$ cat src/hdl/hsqrt_pkg.sv
package hsqrt_pkg;

  // Default fixed-point format of the estimates.
  localparam int unsigned FRACTION_BITS = 16;
  localparam int unsigned DATA_WIDTH    = 32;

  // Widths of the fixed fields.
  localparam int unsigned RADICAND_W  = 32;
  localparam int unsigned TOLERANCE_W = 16;
  localparam int unsigned LIMIT_W     = 8;
  localparam int unsigned GUESS_W     = 32;
  localparam int unsigned ROOT_W      = 32;
  localparam int unsigned STATUS_W    = 2;
  localparam int unsigned CFG_INDEX_W = 2;
  localparam int unsigned CFG_DATA_W  = 32;

  // Configuration register indexes.
  localparam logic [CFG_INDEX_W-1:0] REG_RADICAND  = 2'd0;
  localparam logic [CFG_INDEX_W-1:0] REG_TOLERANCE = 2'd1;
  localparam logic [CFG_INDEX_W-1:0] REG_LIMIT     = 2'd2;

  // Register reset values: radicand 5.0 in Q16.16, tolerance 2 LSBs, limit 100.
  localparam logic [RADICAND_W-1:0]  RADICAND_RST  = 32'd327680;
  localparam logic [TOLERANCE_W-1:0] TOLERANCE_RST = 16'd2;
  localparam logic [LIMIT_W-1:0]     LIMIT_RST     = 8'd100;

  // Result status codes.
  localparam logic [STATUS_W-1:0] ST_CONVERGED = 2'd0;
  localparam logic [STATUS_W-1:0] ST_LIMIT     = 2'd1;
  localparam logic [STATUS_W-1:0] ST_ZERO_DIV  = 2'd2;

endpackage

$ cat src/hdl/hsqrt_div.sv
// Radix-2 restoring divider for unsigned operands, one quotient bit per cycle.
module hsqrt_div #(
  parameter int unsigned NUM_W = 48,
  parameter int unsigned DEN_W = 32
) (
  input  logic             clk_i,
  input  logic             rst_ni,
  input  logic             start_i,
  input  logic [NUM_W-1:0] num_i,
  input  logic [DEN_W-1:0] den_i,
  output logic             done_o,
  output logic [NUM_W-1:0] quot_o
);

  localparam int unsigned CNT_W = $clog2(NUM_W);

  logic             busy_q, busy_d;
  logic             done_q, done_d;
  logic [CNT_W-1:0] cnt_q, cnt_d;
  logic [NUM_W-1:0] acc_q, acc_d;
  logic [DEN_W-1:0] rem_q, rem_d;
  logic [DEN_W-1:0] den_q, den_d;
  logic [DEN_W:0]   rem_sh;
  logic [DEN_W:0]   rem_sub;
  logic             fits;

  // The partial remainder takes the next numerator bit; the quotient bit
  // shifts into the low end of the same register.
  assign rem_sh  = {rem_q, acc_q[NUM_W-1]};
  assign rem_sub = rem_sh - {1'b0, den_q};
  assign fits    = !rem_sub[DEN_W];

  always_comb begin
    busy_d = busy_q;
    done_d = 1'b0;
    cnt_d  = cnt_q;
    acc_d  = acc_q;
    rem_d  = rem_q;
    den_d  = den_q;
    if (start_i) begin
      busy_d = 1'b1;
      cnt_d  = CNT_W'(NUM_W - 1);
      acc_d  = num_i;
      rem_d  = '0;
      den_d  = den_i;
    end else if (busy_q) begin
      acc_d = {acc_q[NUM_W-2:0], fits};
      rem_d = fits ? rem_sub[DEN_W-1:0] : rem_sh[DEN_W-1:0];
      if (cnt_q == '0) begin
        busy_d = 1'b0;
        done_d = 1'b1;
      end else begin
        cnt_d = cnt_q - CNT_W'(1);
      end
    end
  end

  always_ff @(posedge clk_i or negedge rst_ni) begin
    if (!rst_ni) begin
      busy_q <= 1'b0;
      done_q <= 1'b0;
      cnt_q  <= '0;
    end else begin
      busy_q <= busy_d;
      done_q <= done_d;
      cnt_q  <= cnt_d;
    end
  end

  always_ff @(posedge clk_i) begin
    acc_q <= acc_d;
    rem_q <= rem_d;
    den_q <= den_d;
  end

  assign done_o = done_q;
  assign quot_o = acc_q;

endmodule

$ cat src/hdl/heron_square_root_iteration.sv
// Each update step checks the limit, divides the radicand (Q16.16 by default)
// by the estimate magnitude, saturates the quotient, averages and tests.
// Throughput: one item at a time; busy stays high until the result strobe.
// The quotient divider, one bit per cycle, sets the length of every step.
// Reset (rst_ni low, asynchronous) returns to idle and loads the register
// defaults: radicand 5.0, tolerance 2 LSBs, limit 100. Results cannot be stalled.
module heron_square_root_iteration #(
  parameter int unsigned FRACTION_BITS = hsqrt_pkg::FRACTION_BITS,
  parameter int unsigned DATA_WIDTH    = hsqrt_pkg::DATA_WIDTH
) (
  input  logic                                clk_i,
  input  logic                                rst_ni,
  // Configuration write channel.
  input  logic                                cfg_valid_i,
  output logic                                cfg_ready_o,
  input  logic [hsqrt_pkg::CFG_INDEX_W-1:0]   cfg_index_i,
  input  logic [hsqrt_pkg::CFG_DATA_W-1:0]    cfg_data_i,
  // Command side.
  input  logic                                start,
  output logic                                busy,
  input  logic signed [hsqrt_pkg::GUESS_W-1:0] initial_guess_i,
  // Result side.
  output logic                                result_valid_o,
  output logic signed [hsqrt_pkg::ROOT_W-1:0] root_o,
  output logic [hsqrt_pkg::LIMIT_W-1:0]       iterations_used_o,
  output logic [hsqrt_pkg::STATUS_W-1:0]      status_o
);

  localparam int unsigned DW   = DATA_WIDTH;
  // Numerator of each division: the radicand shifted up by the fraction bits.
  localparam int unsigned QW   = hsqrt_pkg::RADICAND_W + FRACTION_BITS;
  // Width that holds both the raw quotient and the estimate limits.
  localparam int unsigned CMPW = ((QW > DW) ? QW : DW) + 1;
  // Width that holds both the incoming guess and an estimate.
  localparam int unsigned GW   = (DW > hsqrt_pkg::GUESS_W) ? DW : hsqrt_pkg::GUESS_W;

  localparam logic [CMPW-1:0] Q_POS_MAX = (CMPW'(1) << (DW - 1)) - CMPW'(1);
  localparam logic [CMPW-1:0] Q_NEG_MAG = CMPW'(1) << (DW - 1);
  localparam logic [GW-1:0]   G_MAX     = (GW'(1) << (DW - 1)) - GW'(1);
  localparam logic [GW-1:0]   G_MIN     = ~G_MAX;

  // Sequencer states.
  localparam logic [2:0] S_IDLE  = 3'd0;
  localparam logic [2:0] S_CHECK = 3'd1;
  localparam logic [2:0] S_DIV   = 3'd2;
  localparam logic [2:0] S_SAT   = 3'd3;
  localparam logic [2:0] S_AVG   = 3'd4;
  localparam logic [2:0] S_TEST  = 3'd5;

  logic [2:0] state_q, state_d;

  // Configuration registers. The user must write them only while the block is
  // idle; the block does not enforce this, and the channel is always ready.
  logic [hsqrt_pkg::RADICAND_W-1:0]  radicand_q;
  logic [hsqrt_pkg::TOLERANCE_W-1:0] tolerance_q;
  logic [hsqrt_pkg::LIMIT_W-1:0]     limit_q;

  assign cfg_ready_o = 1'b1;

  always_ff @(posedge clk_i or negedge rst_ni) begin
    if (!rst_ni) begin
      radicand_q  <= hsqrt_pkg::RADICAND_RST;
      tolerance_q <= hsqrt_pkg::TOLERANCE_RST;
      limit_q     <= hsqrt_pkg::LIMIT_RST;
    end else if (cfg_valid_i) begin
      unique case (cfg_index_i)
        hsqrt_pkg::REG_RADICAND:  radicand_q  <= cfg_data_i;
        hsqrt_pkg::REG_TOLERANCE: tolerance_q <= cfg_data_i[hsqrt_pkg::TOLERANCE_W-1:0];
        hsqrt_pkg::REG_LIMIT:     limit_q     <= cfg_data_i[hsqrt_pkg::LIMIT_W-1:0];
        default: ;
      endcase
    end
  end

  // Datapath registers.
  logic signed [DW-1:0]         est_q, est_d;
  logic signed [DW-1:0]         quo_q, quo_d;
  logic signed [DW-1:0]         next_q, next_d;
  logic [hsqrt_pkg::LIMIT_W-1:0] steps_q, steps_d;

  // Result registers; the strobe is high for one cycle per transaction.
  logic                                valid_q, valid_d;
  logic signed [hsqrt_pkg::ROOT_W-1:0] root_q, root_d;
  logic [hsqrt_pkg::LIMIT_W-1:0]       iters_q, iters_d;
  logic [hsqrt_pkg::STATUS_W-1:0]      status_q, status_d;

  // The starting estimate saturates into the estimate range when the
  // estimate is narrower than the guess.
  logic signed [GW-1:0] guess_ext;
  logic signed [DW-1:0] guess_clamped;

  always_comb begin
    guess_ext = GW'(initial_guess_i);
    priority if (guess_ext > $signed(G_MAX)) begin
      guess_clamped = G_MAX[DW-1:0];
    end else if (guess_ext < $signed(G_MIN)) begin
      guess_clamped = G_MIN[DW-1:0];
    end else begin
      guess_clamped = guess_ext[DW-1:0];
    end
  end

  // The divider works on the magnitude of the estimate. The most negative
  // estimate gives a magnitude that still fits DW unsigned bits.
  logic          div_start;
  logic          div_done;
  logic [QW-1:0] div_quot;
  logic [DW-1:0] est_mag;
  logic [QW-1:0] div_num;

  assign est_mag = est_q[DW-1] ? DW'(-est_q) : DW'(est_q);
  assign div_num = {radicand_q, {FRACTION_BITS{1'b0}}};

  hsqrt_div #(
    .NUM_W(QW),
    .DEN_W(DW)
  ) u_div (
    .clk_i  (clk_i),
    .rst_ni (rst_ni),
    .start_i(div_start),
    .num_i  (div_num),
    .den_i  (est_mag),
    .done_o (div_done),
    .quot_o (div_quot)
  );

  // Quotient saturation: the positive side stops at the largest estimate,
  // the negative side at the most negative one.
  logic [CMPW-1:0] quot_ext;
  logic [CMPW-1:0] quot_neg_mag;
  logic signed [DW-1:0] quot_sat;

  always_comb begin
    quot_ext     = CMPW'(div_quot);
    quot_neg_mag = (quot_ext > Q_NEG_MAG) ? Q_NEG_MAG : quot_ext;
    if (est_q[DW-1]) begin
      quot_sat = -$signed(quot_neg_mag[DW-1:0]);
    end else begin
      quot_sat = (quot_ext > Q_POS_MAX) ? $signed(Q_POS_MAX[DW-1:0])
                                        : $signed(quot_ext[DW-1:0]);
    end
  end

  // Halving rounds toward minus infinity on the exact one-bit-wider sum.
  logic signed [DW:0] avg_sum;
  assign avg_sum = {est_q[DW-1], est_q} + {quo_q[DW-1], quo_q};

  // Absolute change between successive estimates, compared to the tolerance.
  logic signed [DW:0] chg;
  logic [DW:0]        chg_abs;
  logic               converged;

  assign chg       = {next_q[DW-1], next_q} - {est_q[DW-1], est_q};
  assign chg_abs   = chg[DW] ? (DW+1)'(-chg) : (DW+1)'(chg);
  assign converged = chg_abs < (DW+1)'(tolerance_q);

  // Root output: the estimate sign-extended or cut to the port width.
  logic signed [GW-1:0] est_ext;
  assign est_ext = GW'(est_q);

  always_comb begin
    state_d   = state_q;
    est_d     = est_q;
    quo_d     = quo_q;
    next_d    = next_q;
    steps_d   = steps_q;
    valid_d   = 1'b0;
    root_d    = root_q;
    iters_d   = iters_q;
    status_d  = status_q;
    div_start = 1'b0;
    unique case (state_q)
      S_IDLE: begin
        if (start) begin
          est_d   = guess_clamped;
          steps_d = '0;
          state_d = S_CHECK;
        end
      end
      S_CHECK: begin
        // The limit is tested before the zero estimate, so a limit of zero
        // reports the starting estimate with the limit status.
        priority if (steps_q >= limit_q) begin
          valid_d  = 1'b1;
          root_d   = est_ext[hsqrt_pkg::ROOT_W-1:0];
          iters_d  = steps_q;
          status_d = hsqrt_pkg::ST_LIMIT;
          state_d  = S_IDLE;
        end else if (est_q == '0) begin
          valid_d  = 1'b1;
          root_d   = '0;
          iters_d  = steps_q;
          status_d = hsqrt_pkg::ST_ZERO_DIV;
          state_d  = S_IDLE;
        end else begin
          div_start = 1'b1;
          state_d   = S_DIV;
        end
      end
      S_DIV: begin
        if (div_done) begin
          state_d = S_SAT;
        end
      end
      S_SAT: begin
        quo_d   = quot_sat;
        state_d = S_AVG;
      end
      S_AVG: begin
        next_d  = avg_sum[DW:1];
        steps_d = steps_q + hsqrt_pkg::LIMIT_W'(1);
        state_d = S_TEST;
      end
      S_TEST: begin
        est_d = next_q;
        if (converged) begin
          valid_d  = 1'b1;
          root_d   = hsqrt_pkg::ROOT_W'(next_q);
          iters_d  = steps_q;
          status_d = hsqrt_pkg::ST_CONVERGED;
          state_d  = S_IDLE;
        end else begin
          state_d = S_CHECK;
        end
      end
      default: begin
        state_d = S_IDLE;
      end
    endcase
  end

  always_ff @(posedge clk_i or negedge rst_ni) begin
    if (!rst_ni) begin
      state_q <= S_IDLE;
      valid_q <= 1'b0;
    end else begin
      state_q <= state_d;
      valid_q <= valid_d;
    end
  end

  always_ff @(posedge clk_i) begin
    est_q    <= est_d;
    quo_q    <= quo_d;
    next_q   <= next_d;
    steps_q  <= steps_d;
    root_q   <= root_d;
    iters_q  <= iters_d;
    status_q <= status_d;
  end

  assign busy              = (state_q != S_IDLE);
  assign result_valid_o    = valid_q;
  assign root_o            = root_q;
  assign iterations_used_o = iters_q;
  assign status_o          = status_q;

endmodule

$ cat config.mk
export PLATFORM = sky130hd
export DESIGN_NAME = heron_square_root_iteration
export DESIGN_NICKNAME = d
export VERILOG_FILES = /design/src/hdl/hsqrt_pkg.sv /design/src/hdl/hsqrt_div.sv /design/src/hdl/heron_square_root_iteration.sv
export SDC_FILE = /design/constraint.sdc
export NUM_CORES = 1
export LEC_CHECK = 0
export ABC_AREA = 1
export BUFFER_PORTS_ARGS = -buffer_cell sky130_fd_sc_hd__buf_2
export CORE_MARGIN = 2
export CORE_UTILIZATION = 57
export DETAILED_ROUTE_END_ITERATION = 12
export GPL_ROUTABILITY_DRIVEN = 0
export HOLD_SLACK_MARGIN = 0.08
export PLACE_DENSITY = 0.84
export SLEW_MARGIN = 10
export SYNTH_ARGS = -nofsm -noshare
export SYNTH_HDL_FRONTEND = slang
export SYNTH_HIERARCHICAL = 1
export SYNTH_SLANG_ARGS = --single-unit
$ cat constraint.sdc
create_clock -name clk_i -period 6.5 [get_ports clk_i]
set_clock_uncertainty 0.05 [all_clocks]
set_input_delay 1.625 -clock clk_i [delete_from_list [all_inputs] [get_ports clk_i]]
set_output_delay 1.625 -clock clk_i [all_outputs]
set_load 0.01 [all_outputs]
Yosys cells after proc, flatten, opt, wreduce, memory -nomap -nowiden
Index checks and enable logic that the tools add are counted.
{ "totals": {"reg_bits": 326, "input_bits": 70, "output_inout_bits": 45, "elab_cells": 112} }
{ "op_classes": {"addsub": 8, "n_lt_le_gt_ge": 6, "eq_ne": 12, "muxes": 48, "n_reduce_logical": 18} }
{ "ops": {"columns": ["op", "n"], "rows": [
  ["32-bit two-way mux", 10],
  ["32-bit case mux with 2 select lines", 2],
  ["48-bit two-way mux", 2],
  ["32-bit negation", 2],
  ["48-bit by 31-bit greater-than comparator with 1-bit output (second input constant)", 1],
  ["48-bit by 32-bit greater-than comparator with 1-bit output (second input constant)", 1],
  ["32-bit by 32-bit adder with 33-bit output", 1],
  ["33-bit by 16-bit less-than comparator with 1-bit output", 1],
  ["33-bit two-way mux", 1],
  ["33-bit negation", 1],
  ["32-bit by 32-bit subtractor with 33-bit output", 1],
  ["33-bit by 32-bit subtractor with 33-bit output", 1],
  ["32-bit greater-than comparator (second input constant)", 1],
  ["32-bit logical NOT", 1],
  ["32-bit less-than comparator (second input constant)", 1],
  ["8-bit two-way mux", 4],
  ["8-bit case mux with 2 select lines", 2],
  ["31-bit two-way mux", 1],
  ["6-bit two-way mux", 3],
  ["3-bit case mux with 6 select lines", 1],
  ["2-bit AND reduction", 7],
  ["1-bit two-way mux", 13],
  ["2-bit two-way mux", 5],
  ["8-bit by 1-bit adder with 8-bit output (second input constant)", 1],
  ["20 further kinds", 28]
]} }

Longest topological paths before layout
Gate-level depths: netlist (run 1).
{ "logic_depth": {"ltp_word": 6, "ltp_mapped": 39, "mapped_depth_nobuf": 37} }

Cells and area by module
Netlist (run 1), hierarchy kept.
{ "modules_own_cells": {"columns": ["mod", "instances", "cells_per_inst", "area_each_um2", "seq_area_each_um2"], "rows": [
  ["heron_square_root_iteration", 1, 2187, 16072.9, 5893.2],
  ["hsqrt_div", 1, 1117, 7617.3, 3243.1]
]} }

Worst setup path after synthesis (run 1)
No wires, ideal clock.
{ "synth_timing": {"kind": "register to register", "startpoint": "register est_q[31], in the netlist est_ext[31]", "endpoint": "register iters_q (netlist bit iterations_used_o[0]), enable pin", "setup_ns": 0.455, "arrival_ns": 5.893, "t_required_ns": 5.995, "slack_ns": 0.101, "stages_incl_launch_ff": 34, "path_buffers": 3, "synth_period_minus_slack_ns": 6.399, "path_cell_list": "edfxtp_1 clkbuf_1 inv_1 clkbuf_1 ha_1 a21oi_1 a21boi_0 nand2_1 a21oi_1 nand3_1 nand2_2 clkbuf_1 nor2_1 xnor2_1 inv_1 ha_1 a21o_1 nand3_1 nand3_1 nand2_1 nand2_1 nand2_1 nand2_1 nand2_1 nand2_1 a21oi_1 nand2_1 inv_1 nand3_1 nor2_1 nand2_1 nor2_2 nand2_2 a21oi_1"} }
{ "synth_via": {"elab_chain_cells": 6, "elab_cells_between_ends": 8, "classes_between": "add/sub (2); order compare (1); eq/ne (2); mux (1); reduce/logical (2)"} }
{ "synth_rtl": {"columns": ["element", "line", "source"], "rows": [
  ["start, declared", "heron_square_root_iteration.sv:76", "logic signed [DW-1:0] est_q, est_d;"],
  ["start signal, assigned", "heron_square_root_iteration.sv:243", "est_q <= est_d;"],
  ["32-bit by 32-bit subtractor with 33-bit output", "heron_square_root_iteration.sv:153", "assign chg = {next_q[DW-1], next_q} - {est_q[DW-1], est_q};"],
  ["33-bit negation", "heron_square_root_iteration.sv:154", "assign chg_abs = chg[DW] ? (DW+1)'(-chg) : (DW+1)'(chg);"],
  ["33-bit two-way mux", "heron_square_root_iteration.sv:154", null],
  ["33-bit by 16-bit less-than comparator with 1-bit output", "heron_square_root_iteration.sv:155", "assign converged = chg_abs < (DW+1)'(tolerance_q);"],
  ["2-bit inequality test (no line)", null, null],
  ["3-bit AND reduction (no line) *", null, null],
  ["end signal, assigned", "heron_square_root_iteration.sv:248", "iters_q <= iters_d;"],
  ["end, declared", "heron_square_root_iteration.sv:84", "logic [hsqrt_pkg::LIMIT_W-1:0] iters_q, iters_d;"]
]} }
Every way passes the cells marked *; elsewhere a longest branch is shown, timed or not.
A chain may end at the register's enable or synchronous reset.

Worst setup path in the final report (run 1)
{ "layout_timing": {"startpoint": "register est_q[0], in the netlist est_ext[0]", "endpoint": "register root_q (netlist bit root_o[4]), enable pin"} }
{ "layout_via": {"elab_chain_cells": 6, "elab_cells_between_ends": 8, "classes_between": "add/sub (2); order compare (1); eq/ne (2); mux (1); reduce/logical (2)"} }
{ "layout_rtl": {"columns": ["element", "line", "source"], "rows": [
  ["32-bit by 32-bit subtractor with 33-bit output", "heron_square_root_iteration.sv:153", null],
  ["33-bit negation", "heron_square_root_iteration.sv:154", null],
  ["33-bit two-way mux", "heron_square_root_iteration.sv:154", null],
  ["33-bit by 16-bit less-than comparator with 1-bit output", "heron_square_root_iteration.sv:155", null],
  ["2-bit inequality test (no line)", null, null],
  ["3-bit AND reduction (no line) *", null, null],
  ["end signal, assigned", "heron_square_root_iteration.sv:247", "root_q <= root_d;"],
  ["end, declared", "heron_square_root_iteration.sv:83", "logic signed [hsqrt_pkg::ROOT_W-1:0] root_q, root_d;"]
]} }
Marked as above.

==> results.md, run 1 <==
Status:
- The run finished with clean final reports.

Detailed routing:
- For this run, design rule violations remaining after detail routing come to 0.
- The number of routed nets with antenna violations is 0.
- Before antenna repair, the detailed router went through 6 iterations.
- The via count normalized by instance count is 5.58.
- The first routing iteration left 2582 violations.
- The final routed wire length divided by cell count is 16.7 µm.
- The routed design has 66.4 mm of wire.
- The detailed router placed 22200 vias in this run.

Timing:
- The count of final max-slew check failures came to 0.
- Setup repair after global routing left no endpoint under its margin.
- Static timing analysis puts the maximum clock frequency at 175 MHz.
- Headroom to the max-slew limit came out at 32.3%.
- Setup violations remaining at the end of the flow were counted as 0.
- The final hold violation count is 0.
- The actual slew at the worst max-slew pin is 1.02 ns.
- The final-layout setup total negative slack is 0 ns.
- The part of the cycle the worst path needs is 88.1%.
- The final period demand of the worst path is 5.72 ns.

Placement:
- The post-placement cell area is 0.0248 mm².
- The post-detailed-placement half-perimeter wirelength is 50.8 mm.
- Buffers placed on the I/O ports in this run total 113.

Worst setup path:
- The type of the setup path with the least slack is reg -> reg.
- The worst setup path is captured at a register.
- The delay of the slowest cell on the worst path is 0.50 ns.
- The sort of element at the start of the critical path is a register.
- The data arrival time of the critical path is 5.84 ns.
- In this run the worst setup path begins at est_ext[0].
- For the worst setup path, the data required time is 6.62 ns.
- The length in cells of the worst reg-to-reg path is 35.
- The biggest fanout along the worst timing path is 40.
- The most prevalent standard cell on the critical path is sky130_fd_sc_hd__nand2_1.
- The slowest stage of the critical path is the sky130_fd_sc_hd__buf_4 cell.
- In this run the critical register-to-register path is launched from est_ext[0].

Die:
- The count of boundary I/O pins is 115.
- The floorplan step defined a core boundary enclosing 0.0409 mm².
- The initial utilization of the core area, before any placement, comes to 57.9%.
- Measured along the y axis, the die boundary spans 208 µm.
- From left edge to right edge, the die measures 208 µm.
- The standard-cell row count is 74.
- The die covers 0.0432 mm².

Synthesis:
- The main flop type after synthesis is sky130_fd_sc_hd__edfxtp_1.
- The share of synthesized area in the top cell type comes to 28.6%.
- Dividing the synthesized area by the synthesized cell count gives 7.17 µm².
- Yosys printed 6 warnings.
- For this run, the register share of the synthesized area comes to 38.6%.
- Synthesis inferred 326 register bits.
- After synthesis the cells add up to 0.0237 mm².
- The largest total area in the synthesized netlist belongs to sky130_fd_sc_hd__edfxtp_1.
- In this run, synthesis inferred 226 flip-flops with an integrated enable.
- The share of synthesized registers carrying an async set or reset is 20.9%.
- Synthesis produced 3304 cells.
- Yosys attributes the largest share of cell area to sky130_fd_sc_hd__edfxtp_1 29%, sky130_fd_sc_hd__nand2_1 17%, sky130_fd_sc_hd__inv_1 8.7%.
- The unique cell type count in the Yosys netlist is 60.

CTS:
- The clock latency at the later pin of the worst-skew pair is 0.54 ns.
- The root buffer cell is sky130_fd_sc_hd__clkbuf_16.
- The clock input transition at the sequential cells of the worst setup and hold paths is 0.06 ns.
- TritonCTS built the clock tree.
- Counting the buffers created by CTS gives 35.
- The depth of the CTS H-tree is 2.
- The total of cells resized after clock tree synthesis is 0.
- The count of clock tree sinks is 326.
- The post-CTS setup repair buffer count is 0.
- The maximum root-to-sink buffer count is 3.
- The count of hold buffers inserted by post-cts repair is 0.

Final layout:
- The most frequent standard cell in the layout excluding fill and tap cells is sky130_fd_sc_hd__nand2_1.
- Cells fill 63.5% of the core in the end.
- After routing the design area is 0.0260 mm².
- The area added between synthesis and finish is 9.63%.
- Cells with a size suffix above 1 make up 9.71% of the layout.
- The count of nets after finishing is 3612.
- In the layout the commonest cells are 1099 x sky130_fd_sc_hd__nand2_1, 545 x sky130_fd_sc_hd__inv_1, 226 x sky130_fd_sc_hd__edfxtp_1, 223 x sky130_fd_sc_hd__nor2_1, 183 x sky130_fd_sc_hd__nand3_1.
- The number of antenna diodes in the final layout is 0.

Global routing:
- The global-route wire length before repair is 106 mm.
- The total congestion overflow is 0.
- The initial antenna violation count is 3.
- The number of global-route vias before repair is 20600.
- The global-route usage over all layers is 30.5%.
- The largest net degree at the start of global routing is 97.

Hold path:
- The class of the tightest hold or removal check is reg -> reg.
- The launch point of the worst hold path is u_div/rem_q[16].
- The number of instances on the worst hold path is 2.

Job:
- The max-capacitance violation count is 0.

Power and ir drop:
- In this run the power density over the cells is 530 mW/mm².
- The cell leakage power is 0.0135 µW.
- The total power consumption of the routed design is 13800 µW.
- Across the VDD grid, the largest voltage drop is 0.282 mV.
path summary, 6_finish.rpt:
check	end	slack (ns)
max	root_o[4]	0.78
min reg2reg	u_div/rem_q[16]	0.42
min	u_div/rem_q[16]	0.42
max reg2reg	root_o[4]	0.78
min in group asynchronous	limit_q[3]	1.22
max in group asynchronous	u_div/cnt_q[4]	4.60
Yosys cell counts, types with 12 or more instances:
master,count
sky130_fd_sc_hd__o21ai_0,153
sky130_fd_sc_hd__nand2_2,38
sky130_fd_sc_hd__xnor2_1,31
sky130_fd_sc_hd__ha_1,124
sky130_fd_sc_hd__a31oi_1,19
sky130_fd_sc_hd__inv_1,548
sky130_fd_sc_hd__nor3_1,39
sky130_fd_sc_hd__o21ai_1,16
sky130_fd_sc_hd__nand3b_1,13
sky130_fd_sc_hd__nand2_1,1099
sky130_fd_sc_hd__inv_2,28
sky130_fd_sc_hd__and2_1,13
sky130_fd_sc_hd__a21oi_1,102
sky130_fd_sc_hd__nor2_1,226
sky130_fd_sc_hd__nor2_2,20
sky130_fd_sc_hd__nand3_1,184
sky130_fd_sc_hd__dfxtp_1,32
sky130_fd_sc_hd__edfxtp_1,226
sky130_fd_sc_hd__clkbuf_1,47
sky130_fd_sc_hd__nor4_1,12
sky130_fd_sc_hd__nand4_1,41
sky130_fd_sc_hd__dfrtp_1,62
sky130_fd_sc_hd__xor2_1,71
sky130_fd_sc_hd__o22ai_1,31
sky130_fd_sc_hd__mux2_2,16
sequential cells by signal, indices dropped and copies added, names as in the netlist:
name	flops
u_div/den_q	32
u_div/cnt_q	6
result_valid_o	1
quo_q	32
root_o	32
tolerance_q	16
iterations_used_o	8
u_div/quot_o	48
u_div/done_o	1
u_div/busy_q	1
state_q	3
next_q	32
status_o	2
limit_q	8
radicand_q	32
est_ext	32
u_div/rem_q	32
steps_q	8
where the power goes:
part	total (µW)	switching [µW]	internal (µW)	leakage, µW
Combinational	7810	5290	2530	0.00966
Clock	2090	871	1220	0.000589
Sequential	3860	556	3300	0.00329
kinds of logic after synthesis:
| kind of cell | after synthesis | share of synthesized area (%) |
|---|---|---|
| AOI/OAI and AO/OA | 363 | 8.51 |
| other | 2 | 0.0317 |
| muxes | 16 | 0.761 |
| DFF | 326 | 38.6 |
| adders and majority gates | 127 | 6.80 |
| buffers and inverters | 647 | 10.5 |
| xor gates and xnor gates | 102 | 3.77 |
| and+or+nand+nor | 1721 | 31.0 |
per-stage QoR:
stage          hold WS, ns  cells  setup WS (ns)
2_1_floorplan        0.398   3319          0.101
3_3_place_gp         0.410   3910           1.09
3_5_place_dp         0.414   3910          0.928
4_1_cts              0.425   3971          0.829
5_1_grt              0.443   3971          0.260
6_report             0.423   3971          0.776
critical path: cells and delay by family (launching register included):
family	cells	cell delay, ns
xor+xnor	1	0.19
buf+inv	5	1.20
flops	1	0.46
simple gates	23	1.99
fa+ha+maj	3	0.97
compound gates	3	0.43
layer usage:
layer	vias to the layer above	wire (µm)	global-route usage, %
li1	10800	-	-
met1	9965	26500	39.8
met2	1170	29000	47.9
met3	232	7750	8.18
met4	6	3170	13.1
met5	-	32	0
cell type report:
cell class | count | area, µm²
clock buffer | 45 | 996
clock inverter | 16 | 191
fill | 3536 | 15000
inverter | 580 | 2180
multi-input combinational | 2346 | 12100
sequential | 326 | 9140
tap | 532 | 666
timing repair buffer | 126 | 663
Note: power is estimated with default switching activity, not from simulation.
==> inputs of run 2 (changes only) <==
--- a/config.mk
+++ b/config.mk
@@ -7,12 +7,15 @@
 export LEC_CHECK = 0
 export ABC_AREA = 1
 export BUFFER_PORTS_ARGS = -buffer_cell sky130_fd_sc_hd__buf_2
+export CAP_MARGIN = 15
+export CELL_PAD_IN_SITES_DETAIL_PLACEMENT = 2
+export CELL_PAD_IN_SITES_GLOBAL_PLACEMENT = 2
 export CORE_MARGIN = 2
-export CORE_UTILIZATION = 57
+export CORE_UTILIZATION = 37
 export DETAILED_ROUTE_END_ITERATION = 12
 export GPL_ROUTABILITY_DRIVEN = 0
 export HOLD_SLACK_MARGIN = 0.08
-export PLACE_DENSITY = 0.84
+export PLACE_DENSITY = 0.88
 export SLEW_MARGIN = 10
 export SYNTH_ARGS = -nofsm -noshare
 export SYNTH_HDL_FRONTEND = slang
==> constraint.sdc (replaced) <==
create_clock -name clk_i -period 5.8 [get_ports clk_i]
set_clock_uncertainty 0.05 [all_clocks]
set_input_delay 1.45 -clock clk_i [delete_from_list [all_inputs] [get_ports clk_i]]
set_output_delay 1.45 -clock clk_i [all_outputs]
set_load 0.01 [all_outputs]
==> results.md, run 2 (same netlist as run 1, synthesis figures left out) <==
Timing:
- The number of setup violations in the final report was 0 (unchanged).
- The actual slew at the worst max-slew pin is 1.13 ns (+0.111 ns).
- The worst hold margin is 0.432 ns (+0.00848 ns).
- The final period demand of the worst path came to 5.73 ns (+0.00170 ns).
- The headroom to the max-slew limit came to 24.8% (-7.5 points).
- The count of final max-slew check failures is 0 (unchanged).
- The setup slack after layout is 0.0742 ns (-0.702 ns).
- The final-layout setup total negative slack is 0 ns (unchanged).
- The timing-limited maximum frequency was 175 MHz (about the same).
- The final hold violation count is 0 (unchanged).
- The part of the cycle the worst path needs was 98.7% (+11 points).

Status:
- The flow ran to the end, and the final reports show no timing, DRC or antenna violations.

CTS:
- The clock input transition at the sequential cells of the worst setup and hold paths is 0.06 ns (about the same).
- The clock latency at the later pin of the worst-skew pair came to 0.61 ns (+0.07 ns).
- The count of clock tree sinks is 326 (unchanged).
- The TritonCTS clock tree is done.
- The maximum root-to-sink buffer count was 3 (unchanged).
- The depth of the CTS H-tree is 2 (unchanged).
- The CTS buffer count is 41 (+17%).
- The root buffer cell is sky130_fd_sc_hd__clkbuf_16.
- The count of hold buffers inserted by post-cts repair is 0 (unchanged).

Worst setup path:
- The endpoint identified for the worst register-to-register timing path is iterations_used_o[2].
- In this design, the critical path's most frequently occurring cell is sky130_fd_sc_hd__nand2_1.
- The data arrival time of the critical path is 5.97 ns (+0.13 ns).
- The delay of the slowest cell on the worst path is 0.49 ns (about the same).
- The length in cells of the worst reg-to-reg path is 35 (unchanged).
- The worst register-to-register path begins at est_ext[0].
- The required arrival time at the worst endpoint was 6.05 ns (-0.57 ns).
- STA classifies the critical path endpoint as a register.
- The critical path is of the reg -> reg type.
- The master of the slowest instance on the critical path is sky130_fd_sc_hd__edfxtp_1.
- The biggest fanout along the worst timing path is 12 (-70%).
- The setup slack on the worst flop-to-flop path is 0.07 ns (-0.70 ns).
- The sort of element at the start of the critical path is a register.

Final layout:
- The most frequent standard cell in the layout excluding fill and tap cells is sky130_fd_sc_hd__nand2_1.
- The final cell area excluding filler cells is 0.0270 mm² (+3.8%).
- The area added between synthesis and finish is 13.8%.
- The library cells used most frequently in the layout, excluding fill and tap cells, are 1098 x sky130_fd_sc_hd__nand2_1, 543 x sky130_fd_sc_hd__inv_1, 226 x sky130_fd_sc_hd__edfxtp_1, 223 x sky130_fd_sc_hd__nor2_1, 182 x sky130_fd_sc_hd__nand3_1.
- The number of flip-flops under the largest register name is 48 (unchanged).
- The number of fill cells in the layout is 7377 (+110%).
- The fraction of final layout cells with drive strength greater than 1 is 10.8% (+1.0 points).
- The count of nets after finishing is 3643 (+0.86%).

Detailed routing:
- The first-pass iteration count of the detailed router is 7 (+1).
- The final routed wire length divided by cell count came to 27.3 µm (+64%).
- The number of routed nets with antenna violations is 0 (unchanged).
- The detailed router's first-iteration violation count is 2054 (-20%).
- The post-route DRC violation count is 0 (unchanged).
- The post-detailed-routing wire length came to 118 mm (+78%).
- The via count normalized by instance count is 5.77 (+3.5%).
- The via count of the routed design is 25000 (+13%).

Hold path:
- The class of the tightest hold or removal check is reg -> reg.
- The path with the worst hold slack has its endpoint at u_div/rem_q[25].
- The number of instances on the worst hold path is 2 (unchanged).
- The startpoint identified for the worst hold timing path is u_div/rem_q[25].

Global routing:
- The largest net degree at the start of global routing came to 95 (-2.1%).
- The global-route wire length before repair was 175 mm (+64%).
- The total congestion overflow was 0 (unchanged).
- The global-route usage over all layers is 34.4% (+3.9 points).
- The number of global-route vias before repair was 27500 (+34%).
- The initial antenna violation count is 8 (+5).

Die:
- The placeable core region is 0.0632 mm² (+54%).
- The die span in y is 257 µm (+24%).
- The initial core utilization came to 37.5% (-20 points).
- The area of the die is 0.0661 mm² (+53%).
- The count of boundary I/O pins is 115 (unchanged).
- The standard-cell row count is 92 (+24%).
- The die span in x came to 257 µm (+24%).

Power and ir drop:
- The cell leakage power was 0.0138 µW (+2.1%).
- The total power consumption of the routed design came to 18100 µW (+32%).
- The largest vdd supply drop came to 0.302 mV (+7.1%).
- The power density of the placed cells is 673 mW/mm² (+27%).

Job:
- The max-capacitance violation count was 0 (unchanged).

Placement:
- The post-placement cell area is 0.0252 mm² (+1.8%).
- The number of port buffers is 113 (unchanged).
- The post-detailed-placement half-perimeter wirelength is 80.8 mm (+59%).
- The pre-CTS setup slack was 0.0654 ns (-0.862 ns).
==> run 2: what timing repair did <==
item | in CTS | in global routing
pin swaps | 0 | 2
setup buffers | 0 | 13
resized for setup | 2 | 10
gates cloned | 0 | 3
setup endpoints to repair | 30 | 44
==> run 2: through the flow <==
stage / cells / util, %
3_5_place_dp: 4231 / 39.9
3_3_place_gp: 4231 / 39.9
2_1_floorplan: 3319 / -
6_report: 4328 / 42.7
4_1_cts: 4307 / 42.3
5_1_grt: 4325 / 42.7
==> run 2: worst max path at each step <==
stage                startpoint                    to  slack (ns)  depth (start not counted)
finish               est_ext[0]  iterations_used_o[2]        0.07                         35
global route         est_ext[9]  iterations_used_o[6]       -0.21                         37
CTS                  est_ext[0]            root_o[15]        0.04                         36
detailed placement   est_ext[0]            root_o[22]        0.07                         36
global placement     est_ext[0]            root_o[21]        0.64                         36
floorplan           est_ext[31]  iterations_used_o[0]        0.25                         33
==> run 2: layout make-up <==
class                   count  area, µm²  area share (%)
diodes                      3       7.51          0.0278
clock buffers              54       1180            4.37
clock inverters            22        325            1.21
inverters                 580       2180            8.08
multi-input cells        2347      12200            45.1
flip-flops and latches    326       9140            33.9
well taps                 846       1060            3.93
repair buffers            150        920            3.41
==> run 2: report_power, final <==
group / internal [µW] / switching (µW) / leakage, µW
sequential: 3710 / 859 / 0.00329
clock: 1760 / 1220 / 0.000727
combinational: 3020 / 7580 / 0.00980
==> run 2: metal layers <==
metal / up-vias / share of wire, % / global-route usage (%)
li1: 10800 / - / -
met1: 12500 / 38 / 39.8
met4: 8 / 7.4 / 21.2
met5: - / 0.039 / 0
met2: 1193 / 48 / 59.6
met3: 466 / 6.5 / 5.52
==> run 2: worst max-delay path: cells and delay by family (launching register included) <==
| kind | cells | cell delay [ns] |
|---|---|---|
| AND/OR/NAND/NOR | 24 | 2.51 |
| buffers and inverters | 5 | 0.66 |
| flip-flops | 1 | 0.49 |
| XOR/XNOR | 1 | 0.27 |
| adder cells (fa/ha/maj) | 3 | 1.05 |
| AO/OA/AOI/OAI | 2 | 0.34 |
